**config.mk**
```make
export PLATFORM = sky130hd
export DESIGN_NAME = sm4_cbc_block_cipher
export DESIGN_NICKNAME = d
export VERILOG_FILES = /design/src/sm4_pkg.sv /design/src/sm4_ram.sv /design/src/sm4_round.sv /design/src/sm4_cbc_block_cipher.sv
export SDC_FILE = /design/constraint.sdc
export NUM_CORES = 2
export LEC_CHECK = 0
export BUFFER_PORTS_ARGS = -buffer_cell sky130_fd_sc_hd__buf_2
export CORE_UTILIZATION = 51
export CTS_BUF_LIST = sky130_fd_sc_hd__clkbuf_4 sky130_fd_sc_hd__clkbuf_8 sky130_fd_sc_hd__clkbuf_16
export DETAILED_ROUTE_END_ITERATION = 12
export PLACE_DENSITY = 0.68
export SLEW_MARGIN = 10
export SYNTH_ARGS = -nofsm -noshare
export SYNTH_HDL_FRONTEND = slang
export SYNTH_HIERARCHICAL = 1
export SYNTH_SLANG_ARGS = --single-unit
```
**constraint.sdc**
```tcl
create_clock -name aclk -period 5.9 [get_ports aclk]
set_input_delay 0.885 -clock aclk [delete_from_list [all_inputs] [get_ports aclk]]
set_output_delay 0.885 -clock aclk [all_outputs]
set_load 0.01 [all_outputs]
```
**src/sm4_pkg.sv**
```systemverilog
// Shared definitions for the SM4 CBC block cipher: S-box, FK/CK constants,
// register map and sequencer states. No dependencies.
package sm4_pkg;

    localparam int RK_DEPTH = 32;
    localparam int RK_AW    = 5;

    localparam logic [31:0] FK0 = 32'ha3b1bac6;
    localparam logic [31:0] FK1 = 32'h56aa3350;
    localparam logic [31:0] FK2 = 32'h677d9197;
    localparam logic [31:0] FK3 = 32'hb27022dc;

    localparam logic [2:0] REG_KEY_HIGH = 3'd0;
    localparam logic [2:0] REG_KEY_LOW  = 3'd1;
    localparam logic [2:0] REG_IV_HIGH  = 3'd2;
    localparam logic [2:0] REG_IV_LOW   = 3'd3;
    localparam logic [2:0] REG_MODE     = 3'd4;

    typedef enum logic [2:0] {
        ST_KINIT,
        ST_KEY,
        ST_IDLE,
        ST_ROUND,
        ST_FINISH
    } state_t;

    localparam logic [7:0] SBOX [0:255] = '{
        8'hd6,8'h90,8'he9,8'hfe,8'hcc,8'he1,8'h3d,8'hb7,
        8'h16,8'hb6,8'h14,8'hc2,8'h28,8'hfb,8'h2c,8'h05,
        8'h2b,8'h67,8'h9a,8'h76,8'h2a,8'hbe,8'h04,8'hc3,
        8'haa,8'h44,8'h13,8'h26,8'h49,8'h86,8'h06,8'h99,
        8'h9c,8'h42,8'h50,8'hf4,8'h91,8'hef,8'h98,8'h7a,
        8'h33,8'h54,8'h0b,8'h43,8'hed,8'hcf,8'hac,8'h62,
        8'he4,8'hb3,8'h1c,8'ha9,8'hc9,8'h08,8'he8,8'h95,
        8'h80,8'hdf,8'h94,8'hfa,8'h75,8'h8f,8'h3f,8'ha6,
        8'h47,8'h07,8'ha7,8'hfc,8'hf3,8'h73,8'h17,8'hba,
        8'h83,8'h59,8'h3c,8'h19,8'he6,8'h85,8'h4f,8'ha8,
        8'h68,8'h6b,8'h81,8'hb2,8'h71,8'h64,8'hda,8'h8b,
        8'hf8,8'heb,8'h0f,8'h4b,8'h70,8'h56,8'h9d,8'h35,
        8'h1e,8'h24,8'h0e,8'h5e,8'h63,8'h58,8'hd1,8'ha2,
        8'h25,8'h22,8'h7c,8'h3b,8'h01,8'h21,8'h78,8'h87,
        8'hd4,8'h00,8'h46,8'h57,8'h9f,8'hd3,8'h27,8'h52,
        8'h4c,8'h36,8'h02,8'he7,8'ha0,8'hc4,8'hc8,8'h9e,
        8'hea,8'hbf,8'h8a,8'hd2,8'h40,8'hc7,8'h38,8'hb5,
        8'ha3,8'hf7,8'hf2,8'hce,8'hf9,8'h61,8'h15,8'ha1,
        8'he0,8'hae,8'h5d,8'ha4,8'h9b,8'h34,8'h1a,8'h55,
        8'had,8'h93,8'h32,8'h30,8'hf5,8'h8c,8'hb1,8'he3,
        8'h1d,8'hf6,8'he2,8'h2e,8'h82,8'h66,8'hca,8'h60,
        8'hc0,8'h29,8'h23,8'hab,8'h0d,8'h53,8'h4e,8'h6f,
        8'hd5,8'hdb,8'h37,8'h45,8'hde,8'hfd,8'h8e,8'h2f,
        8'h03,8'hff,8'h6a,8'h72,8'h6d,8'h6c,8'h5b,8'h51,
        8'h8d,8'h1b,8'haf,8'h92,8'hbb,8'hdd,8'hbc,8'h7f,
        8'h11,8'hd9,8'h5c,8'h41,8'h1f,8'h10,8'h5a,8'hd8,
        8'h0a,8'hc1,8'h31,8'h88,8'ha5,8'hcd,8'h7b,8'hbd,
        8'h2d,8'h74,8'hd0,8'h12,8'hb8,8'he5,8'hb4,8'hb0,
        8'h89,8'h69,8'h97,8'h4a,8'h0c,8'h96,8'h77,8'h7e,
        8'h65,8'hb9,8'hf1,8'h09,8'hc5,8'h6e,8'hc6,8'h84,
        8'h18,8'hf0,8'h7d,8'hec,8'h3a,8'hdc,8'h4d,8'h20,
        8'h79,8'hee,8'h5f,8'h3e,8'hd7,8'hcb,8'h39,8'h48
    };

    // CK word i: byte j from the top is (4*i + j) * 7 mod 256
    function automatic logic [31:0] ck_word(input logic [RK_AW-1:0] i);
        logic [31:0] w;
        logic [7:0]  b;
        w = '0;
        for (int j = 0; j < 4; j++) begin
            b = {1'b0, i, 2'b00} + 8'(j);
            w[31-8*j -: 8] = 8'(b * 8'd7);
        end
        return w;
    endfunction

endpackage

```
**src/sm4_ram.sv**
```systemverilog
// Generic single-write, single-read RAM with registered read data.
// No dependencies.
module sm4_ram #(
    parameter int WIDTH  = 32,
    parameter int DEPTH  = 32,
    parameter int ADDR_W = $clog2(DEPTH)
) (
    input  logic              aclk,
    input  logic              we,
    input  logic [ADDR_W-1:0] waddr,
    input  logic [WIDTH-1:0]  wdata,
    input  logic [ADDR_W-1:0] raddr,
    output logic [WIDTH-1:0]  rdata
);

    logic [WIDTH-1:0] mem [0:DEPTH-1];

    always_ff @(posedge aclk) begin
        if (we) begin
            mem[waddr] <= wdata;
        end
        rdata <= mem[raddr];
    end

endmodule

```
**src/sm4_round.sv**
```systemverilog
// Shared SM4 round unit: S-box layer plus the cipher L or key schedule L'.
// Depends on sm4_pkg.
module sm4_round (
    input  logic        key_sched,
    input  logic [31:0] x0,
    input  logic [31:0] x1,
    input  logic [31:0] x2,
    input  logic [31:0] x3,
    input  logic [31:0] rk,
    output logic [31:0] nx
);

    logic [31:0] a;
    logic [31:0] b;
    logic [31:0] l_out;

    assign a = x1 ^ x2 ^ x3 ^ rk;

    always_comb begin
        for (int j = 0; j < 4; j++) begin
            b[8*j +: 8] = sm4_pkg::SBOX[a[8*j +: 8]];
        end
    end

    always_comb begin
        if (key_sched) begin
            l_out = b ^ {b[18:0], b[31:19]} ^ {b[8:0], b[31:9]};
        end else begin
            l_out = b ^ {b[29:0], b[31:30]} ^ {b[21:0], b[31:22]}
                      ^ {b[13:0], b[31:14]} ^ {b[7:0], b[31:8]};
        end
    end

    assign nx = x0 ^ l_out;

endmodule

```
**src/sm4_cbc_block_cipher.sv**
```systemverilog
// Top level of the SM4-128 CBC block cipher: APB register port, stream ports,
// sequencer, round key RAM. Depends on sm4_pkg, sm4_round, sm4_ram.
//
// One shared round unit does one SM4 round per cycle, for the key schedule and
// for the cipher alike. An input request is taken in the idle state, runs 32
// rounds and is then written to the output register from the finish state; a
// new request is taken only after the previous one has left the finish state.
// A finished result waits in the output register while the next request is
// taken; a result is only held back if the previous one is still untaken.
// After reset and after each key write the round keys are re-expanded into the
// round key RAM, with s_tready low meanwhile. Registers are 64 bits at byte
// addresses 0 (key high), 8 (key low), 16 (IV high), 24 (IV low), 32 (decrypt
// mode, bit 0). IV and mode writes reload the chain.
module sm4_cbc_block_cipher (
    input  logic         aclk,
    input  logic         aresetn,
    input  logic         psel,
    input  logic         penable,
    input  logic         pwrite,
    input  logic [5:0]   paddr,
    input  logic [63:0]  pwdata,
    output logic [63:0]  prdata,
    output logic         pready,
    input  logic         s_tvalid,
    output logic         s_tready,
    input  logic [127:0] s_tdata,   // [63:0] block_high, [127:64] block_low
    input  logic         s_tlast,   // last_block
    output logic         m_tvalid,
    input  logic         m_tready,
    output logic [127:0] m_tdata,   // [63:0] result_high, [127:64] result_low
    output logic         m_tlast    // result_last
);

    sm4_pkg::state_t state_reg, state_next;

    logic [63:0]  key_hi_reg, key_hi_next, key_lo_reg, key_lo_next;
    logic [63:0]  iv_hi_reg, iv_hi_next, iv_lo_reg, iv_lo_next;
    logic         mode_reg, mode_next;
    logic [63:0]  chain_hi_reg, chain_hi_next, chain_lo_reg, chain_lo_next;
    logic [63:0]  blk_hi_reg, blk_hi_next, blk_lo_reg, blk_lo_next;
    logic         last_reg, last_next;
    logic [31:0]  w0_reg, w0_next, w1_reg, w1_next, w2_reg, w2_next, w3_reg, w3_next;
    logic [sm4_pkg::RK_AW-1:0] rnd_reg, rnd_next;
    logic [127:0] out_data_reg, out_data_next;
    logic         out_last_reg, out_last_next;
    logic         out_valid_reg, out_valid_next;

    logic         cfg_wr;
    logic [2:0]   cfg_idx;
    logic         key_sched;
    logic [31:0]  rk;
    logic [31:0]  nx;
    logic [31:0]  ram_rdata;
    logic         ram_we;
    logic [sm4_pkg::RK_AW-1:0] rd_idx;
    logic [sm4_pkg::RK_AW-1:0] rd_addr;
    logic [63:0]  res_hi, res_lo;
    logic         out_free;

    assign pready   = 1'b1;
    assign cfg_wr   = psel & penable & pwrite;
    assign cfg_idx  = paddr[5:3];
    assign s_tready = (state_reg == sm4_pkg::ST_IDLE);
    assign m_tvalid = out_valid_reg;
    assign m_tdata  = out_data_reg;
    assign m_tlast  = out_last_reg;

    always_comb begin
        case (cfg_idx)
            sm4_pkg::REG_KEY_HIGH: prdata = key_hi_reg;
            sm4_pkg::REG_KEY_LOW:  prdata = key_lo_reg;
            sm4_pkg::REG_IV_HIGH:  prdata = iv_hi_reg;
            sm4_pkg::REG_IV_LOW:   prdata = iv_lo_reg;
            sm4_pkg::REG_MODE:     prdata = {63'd0, mode_reg};
            default:               prdata = '0;
        endcase
    end

    assign key_sched = (state_reg == sm4_pkg::ST_KEY);
    assign rk        = key_sched ? sm4_pkg::ck_word(rnd_reg) : ram_rdata;

    sm4_round u_round (
        .key_sched (key_sched),
        .x0        (w0_reg),
        .x1        (w1_reg),
        .x2        (w2_reg),
        .x3        (w3_reg),
        .rk        (rk),
        .nx        (nx)
    );

    // key for round i+1 is fetched while round i runs
    assign rd_idx  = (state_reg == sm4_pkg::ST_ROUND) ? rnd_reg + 1'b1 : '0;
    assign rd_addr = mode_reg ? ~rd_idx : rd_idx;

    sm4_ram #(
        .WIDTH (32),
        .DEPTH (sm4_pkg::RK_DEPTH)
    ) u_rk_ram (
        .aclk  (aclk),
        .we    (ram_we),
        .waddr (rnd_reg),
        .wdata (nx),
        .raddr (rd_addr),
        .rdata (ram_rdata)
    );

    assign res_hi   = {w3_reg, w2_reg} ^ (mode_reg ? chain_hi_reg : 64'd0);
    assign res_lo   = {w1_reg, w0_reg} ^ (mode_reg ? chain_lo_reg : 64'd0);
    assign out_free = ~out_valid_reg | m_tready;

    always_comb begin
        state_next     = state_reg;
        key_hi_next    = key_hi_reg;
        key_lo_next    = key_lo_reg;
        iv_hi_next     = iv_hi_reg;
        iv_lo_next     = iv_lo_reg;
        mode_next      = mode_reg;
        chain_hi_next  = chain_hi_reg;
        chain_lo_next  = chain_lo_reg;
        blk_hi_next    = blk_hi_reg;
        blk_lo_next    = blk_lo_reg;
        last_next      = last_reg;
        w0_next        = w0_reg;
        w1_next        = w1_reg;
        w2_next        = w2_reg;
        w3_next        = w3_reg;
        rnd_next       = rnd_reg;
        out_data_next  = out_data_reg;
        out_last_next  = out_last_reg;
        out_valid_next = out_valid_reg;
        ram_we         = 1'b0;

        if (out_valid_reg && m_tready) begin
            out_valid_next = 1'b0;
        end

        case (state_reg)
            sm4_pkg::ST_KINIT: begin
                w0_next    = key_hi_reg[63:32] ^ sm4_pkg::FK0;
                w1_next    = key_hi_reg[31:0]  ^ sm4_pkg::FK1;
                w2_next    = key_lo_reg[63:32] ^ sm4_pkg::FK2;
                w3_next    = key_lo_reg[31:0]  ^ sm4_pkg::FK3;
                rnd_next   = '0;
                state_next = sm4_pkg::ST_KEY;
            end
            sm4_pkg::ST_KEY: begin
                ram_we   = 1'b1;
                w0_next  = w1_reg;
                w1_next  = w2_reg;
                w2_next  = w3_reg;
                w3_next  = nx;
                rnd_next = rnd_reg + 1'b1;
                if (rnd_reg == '1) begin
                    state_next = sm4_pkg::ST_IDLE;
                end
            end
            sm4_pkg::ST_IDLE: begin
                if (s_tvalid) begin
                    blk_hi_next = s_tdata[63:0];
                    blk_lo_next = s_tdata[127:64];
                    last_next   = s_tlast;
                    if (mode_reg) begin
                        {w0_next, w1_next} = s_tdata[63:0];
                        {w2_next, w3_next} = s_tdata[127:64];
                    end else begin
                        {w0_next, w1_next} = s_tdata[63:0]   ^ chain_hi_reg;
                        {w2_next, w3_next} = s_tdata[127:64] ^ chain_lo_reg;
                    end
                    rnd_next   = '0;
                    state_next = sm4_pkg::ST_ROUND;
                end
            end
            sm4_pkg::ST_ROUND: begin
                w0_next  = w1_reg;
                w1_next  = w2_reg;
                w2_next  = w3_reg;
                w3_next  = nx;
                rnd_next = rnd_reg + 1'b1;
                if (rnd_reg == '1) begin
                    state_next = sm4_pkg::ST_FINISH;
                end
            end
            sm4_pkg::ST_FINISH: begin
                if (out_free) begin
                    out_data_next  = {res_lo, res_hi};
                    out_last_next  = last_reg;
                    out_valid_next = 1'b1;
                    if (last_reg) begin
                        chain_hi_next = iv_hi_reg;
                        chain_lo_next = iv_lo_reg;
                    end else if (mode_reg) begin
                        chain_hi_next = blk_hi_reg;
                        chain_lo_next = blk_lo_reg;
                    end else begin
                        chain_hi_next = res_hi;
                        chain_lo_next = res_lo;
                    end
                    state_next = sm4_pkg::ST_IDLE;
                end
            end
            default: begin
                state_next = sm4_pkg::ST_KINIT;
            end
        endcase

        if (cfg_wr) begin
            case (cfg_idx)
                sm4_pkg::REG_KEY_HIGH: begin
                    key_hi_next = pwdata;
                    state_next  = sm4_pkg::ST_KINIT;
                end
                sm4_pkg::REG_KEY_LOW: begin
                    key_lo_next = pwdata;
                    state_next  = sm4_pkg::ST_KINIT;
                end
                sm4_pkg::REG_IV_HIGH: begin
                    iv_hi_next    = pwdata;
                    chain_hi_next = pwdata;
                    chain_lo_next = iv_lo_reg;
                end
                sm4_pkg::REG_IV_LOW: begin
                    iv_lo_next    = pwdata;
                    chain_hi_next = iv_hi_reg;
                    chain_lo_next = pwdata;
                end
                sm4_pkg::REG_MODE: begin
                    mode_next     = pwdata[0];
                    chain_hi_next = iv_hi_reg;
                    chain_lo_next = iv_lo_reg;
                end
                default: begin
                end
            endcase
        end
    end

    always_ff @(posedge aclk) begin
        if (!aresetn) begin
            state_reg     <= sm4_pkg::ST_KINIT;
            key_hi_reg    <= '0;
            key_lo_reg    <= '0;
            iv_hi_reg     <= '0;
            iv_lo_reg     <= '0;
            mode_reg      <= 1'b0;
            chain_hi_reg  <= '0;
            chain_lo_reg  <= '0;
            rnd_reg       <= '0;
            out_valid_reg <= 1'b0;
        end else begin
            state_reg     <= state_next;
            key_hi_reg    <= key_hi_next;
            key_lo_reg    <= key_lo_next;
            iv_hi_reg     <= iv_hi_next;
            iv_lo_reg     <= iv_lo_next;
            mode_reg      <= mode_next;
            chain_hi_reg  <= chain_hi_next;
            chain_lo_reg  <= chain_lo_next;
            rnd_reg       <= rnd_next;
            out_valid_reg <= out_valid_next;
        end
    end

    always_ff @(posedge aclk) begin
        blk_hi_reg   <= blk_hi_next;
        blk_lo_reg   <= blk_lo_next;
        last_reg     <= last_next;
        w0_reg       <= w0_next;
        w1_reg       <= w1_next;
        w2_reg       <= w2_next;
        w3_reg       <= w3_next;
        out_data_reg <= out_data_next;
        out_last_reg <= out_last_next;
    end

endmodule
```
==> results.txt <==
- The critical path is of the register to register type.
- For this design, the sink count on the clock tree is 1836.
- Number of vias after detailed routing: 80100
- The filler cells instantiated in the layout total between 10000 and 15000.
* Worst slew slack as a fraction of its limit: a little under a tenth
* Average wire per standard cell: 30.9 µm
- Yosys printed 6 warnings.
- Crit path capture type: register
- Between clock sinks in the finished design, the worst skew comes to 0.0708 ns.
* Worst hold slack: 0.195 ns
- For this run, design rule violations remaining after detail routing come to 0.
- Entering global routing, the biggest net connects between 150 and 200 pins.
- Across the run, the number of max-cap violations was 0.
* Area of the die: 0.188 mm²
* Overall overflow remaining after global route: 0
- Number of distinct standard cells referenced by the synthesized netlist: 111
- Initial cell density of the core: 51.6%
* Total standard cell area after synthesis: ~0.095 mm²
- Slack of the worst reg-to-reg path: about 0.037 ns
- Insertion delay of the later-clocked pin in the worst-skew pair: 0.87 ns
- Data arrives at the worst endpoint at 6.39 ns.
- No sink is reached through more buffers than the 3 on the longest clock path.
- In the synthesized netlist the async set-or-reset flop fraction comes to 0%.
- The endpoint identified for the worst register-to-register timing path is w3_reg[6]$_DFFE_PP_.
- Averaged over all synthesized cells, the footprint is 10.9 µm².
- The run finished with clean final reports.
* Yosys top cell area share: 44.6%
* Wire length of the first global-routing pass: 536000 µm
* Count of flip-flops with a built-in enable after synthesis: 1410
- Number of setup violations in the final report: 0
* Top FF cell, synth: edfxtp_1
- Number of standard-cell rows in the floorplan: 157
- For the finished layout, the period the worst path requires is 5.86 ns.
- For hold timing, the worst endpoint is last_reg$_DFFE_PP_.
* Crit path max fanout: 14
- Number of top-level design ports: 402
- Buffers placed on the I/O ports in this run total a little under 400.
* Synthesized netlist net count: 8961
- The first detailed-routing pass took 9 iterations.
- Clock-pin slew reported for the worst setup and hold paths after clock tree synthesis: around 0.06 ns
- The register with the most flip-flops in the layout has 1024 of them.
- Chip Height: between 400 and 500 µm
* Reg-to-reg startpoint: state_reg[0]$_SDFF_PN0_
* Final-stage net count: 9795
- Routability cong.: slightly above 1
- Max Fclk: ~0.17 GHz
- Counting flops and latches in the post-synthesis netlist gives 1836.
- Share of final-layout standard cells stronger than drive strength 1: 21.3%
- Relative to the synthesized area, the layout overhead comes to 19.2%.
* Overall routed net length: ~380000 µm
- Number of H-tree levels: 4
- Hold path depth: 1
* Number of antenna violations at the first check in global routing: 73
- Synthesis produced a netlist whose cell count is 8694.
- Commonest cells after routing, fill and taps aside: 1451 x nand2_1, 1410 x edfxtp_1, 870 x buf_4, 756 x mux2i_1, 542 x a21oi_1
- The count of final hold-check violations came to 0.
* Sequential area share after synthesis: 53.6%
- Via count of the first global-routing pass: 76200
- Worst-margin pin slew: around 1.4 ns
- Clock tree from TritonCTS: yes
* Number of buffers created by CTS: ~180
* Share of the clock period used by the worst path: 99.4%
* Most area-hungry cell type in the Yosys netlist: edfxtp_1
- Vias per cell: roughly 6.6
- Number of routed nets with antenna violations: 0
- Reg2reg path depth: 20
- X dimension of the die: around 430 µm
- The cell sitting at the root of the clock tree is a clkbuf_16.
- Detailed router's first-iteration violation count: roughly 10000
- Cell types occupying the most area after synthesis: edfxtp_1 45%, dfxtp_1 9.0%, mux2i_1 8.0%, nand2_1 5.8%, xnor2_1 4.0%
* Req. time, crit path: 6.43 ns
* Register containing the most flip-flops in the final layout: u_rk_ram/mem
- Tot GR Track Use: 39.1%
- The wire-length estimate of the detail-placed layout is 254000 µm.
- Core outline area: 0.184 mm²
- Hold path startpoint: s_tlast
* Min-Delay Path Class: input pin to register
- Fin. max-slew vios: 0
* Startpoint types: register
* Most frequent standard cell in the layout excluding fill and tap cells: nand2_1
==> worst max path at each step <==
stage                            start                       endpoint  slack (ns)  cells after the start
3_5_place_dp   rnd_reg[0]$_SDFFE_PN0P_  u_rk_ram/mem[5][23]$_DFFE_PP_       -0.46                     23
6_report       state_reg[0]$_SDFF_PN0_            w3_reg[6]$_DFFE_PP_        0.04                     20
4_1_cts        rnd_reg[1]$_SDFFE_PN0P_            w3_reg[6]$_DFFE_PP_       -0.02                     25
5_1_grt        rnd_reg[0]$_SDFFE_PN0P_           w3_reg[26]$_DFFE_PP_       -0.03                     25
3_3_place_gp   rnd_reg[0]$_SDFFE_PN0P_            w3_reg[6]$_DFFE_PP_       -0.45                     24
2_1_floorplan  state_reg[1]$_SDFF_PN0_   u_rk_ram/mem[0][3]$_DFFE_PP_        0.02                     21
==> per-layer routing <==
metal	GRT usage [%]	routed length (µm)
met3	7.00	36500
met2	59.8	168000
met5	0	191
met4	25.0	28800
met1	51.5	144000
==> final cells by class <==
class	count	area (µm²)	area share (%)
flip-flops and latches	1836	50900	45.0
clock buffers	253	5240	4.63
well taps	2464	3080	2.73
inverters	53	221	0.196
multi-input cells	6059	41600	36.8
clock inverters	88	882	0.780
diodes	57	143	0.126
repair buffers	1395	11000	9.73
==> stage by stage <==
step                      TNS (ns)  cell area (µm²)  setup slack (ns)  utilization [%]  cells
after floorplan                  0            95000            0.0193                -   8694
final                            0           113000            0.0369             61.5  12200
after global routing       -0.0716           113000           -0.0269             61.5  12200
after CTS                  -0.0241           112000           -0.0241             61.1  12100
after global placement     -194.48           106000            -0.451             57.7  11800
after detailed placement   -216.67           106000            -0.458             57.7  11800
==> cell usage after synthesis, drive strengths merged (22+ instances only) <==
| cell | number |
|---|---|
| buf | 425 |
| a221oi | 107 |
| inv | 47 |
| a211oi | 54 |
| xnor2 | 444 |
| a22oi | 304 |
| o311ai | 47 |
| a22o | 69 |
| xor2 | 120 |
| mux2i | 757 |
| o22ai | 94 |
| a21oi | 544 |
| o21ai | 351 |
| clkbuf | 321 |
| o221ai | 110 |
| a31oi | 102 |
| edfxtp | 1410 |
| o211ai | 59 |
| nor2 | 364 |
| ha | 53 |
| nand3 | 200 |
| nand2 | 1461 |
| and2 | 22 |
| a311oi | 113 |
| nor3 | 115 |
| nand2b | 22 |
| o31ai | 29 |
| dfxtp | 426 |
| a221o | 72 |
| nor2b | 134 |
==> worst max-delay path, cell delays in order, from the launching register on <==
cell and delay [ns]:
dfxtp_1 0.33, or3b_2 0.48, and2_1 0.28, xor2_1 0.20, xnor2_1 0.53, buf_4 0.38
ha_1 0.33, nor2_1 0.10, buf_4 0.16, mux4_2 0.48, o221ai_1 0.37, a21oi_1 0.13
o311a_1 0.39, buf_12 0.17, xor2_2 0.21, xor2_1 0.24, o21ai_0 0.13, buf_4 0.18
xnor2_2 0.16, nand2_1 0.11, o221ai_1 0.13
==> cell families (layout without fill, tap and decap cells) <==
group	count (synthesis)	in the layout	synth area share, %
other	1	58	0.00395
AOI/OAI and AO/OA	2231	2231	16.7
xor gates and xnor gates	564	564	5.37
DFF	1836	1836	53.6
buffers and inverters	799	1789	4.07
adders and majority gates	61	61	0.868
muxes	781	781	8.51
and+or+nand+nor	2421	2421	10.8
==> what timing repair did <==
item	CTS	global route
setup buffers	2	17
cloned	0	1
hold buffers	0	0
pin swaps	3	14
hold endpoints to repair	0	0
resized for setup	32	90
setup endpoints to repair	992	991
Power is not shown: default switching activity piles up to over one toggle a cycle in this logic, so the estimate is an artifact.
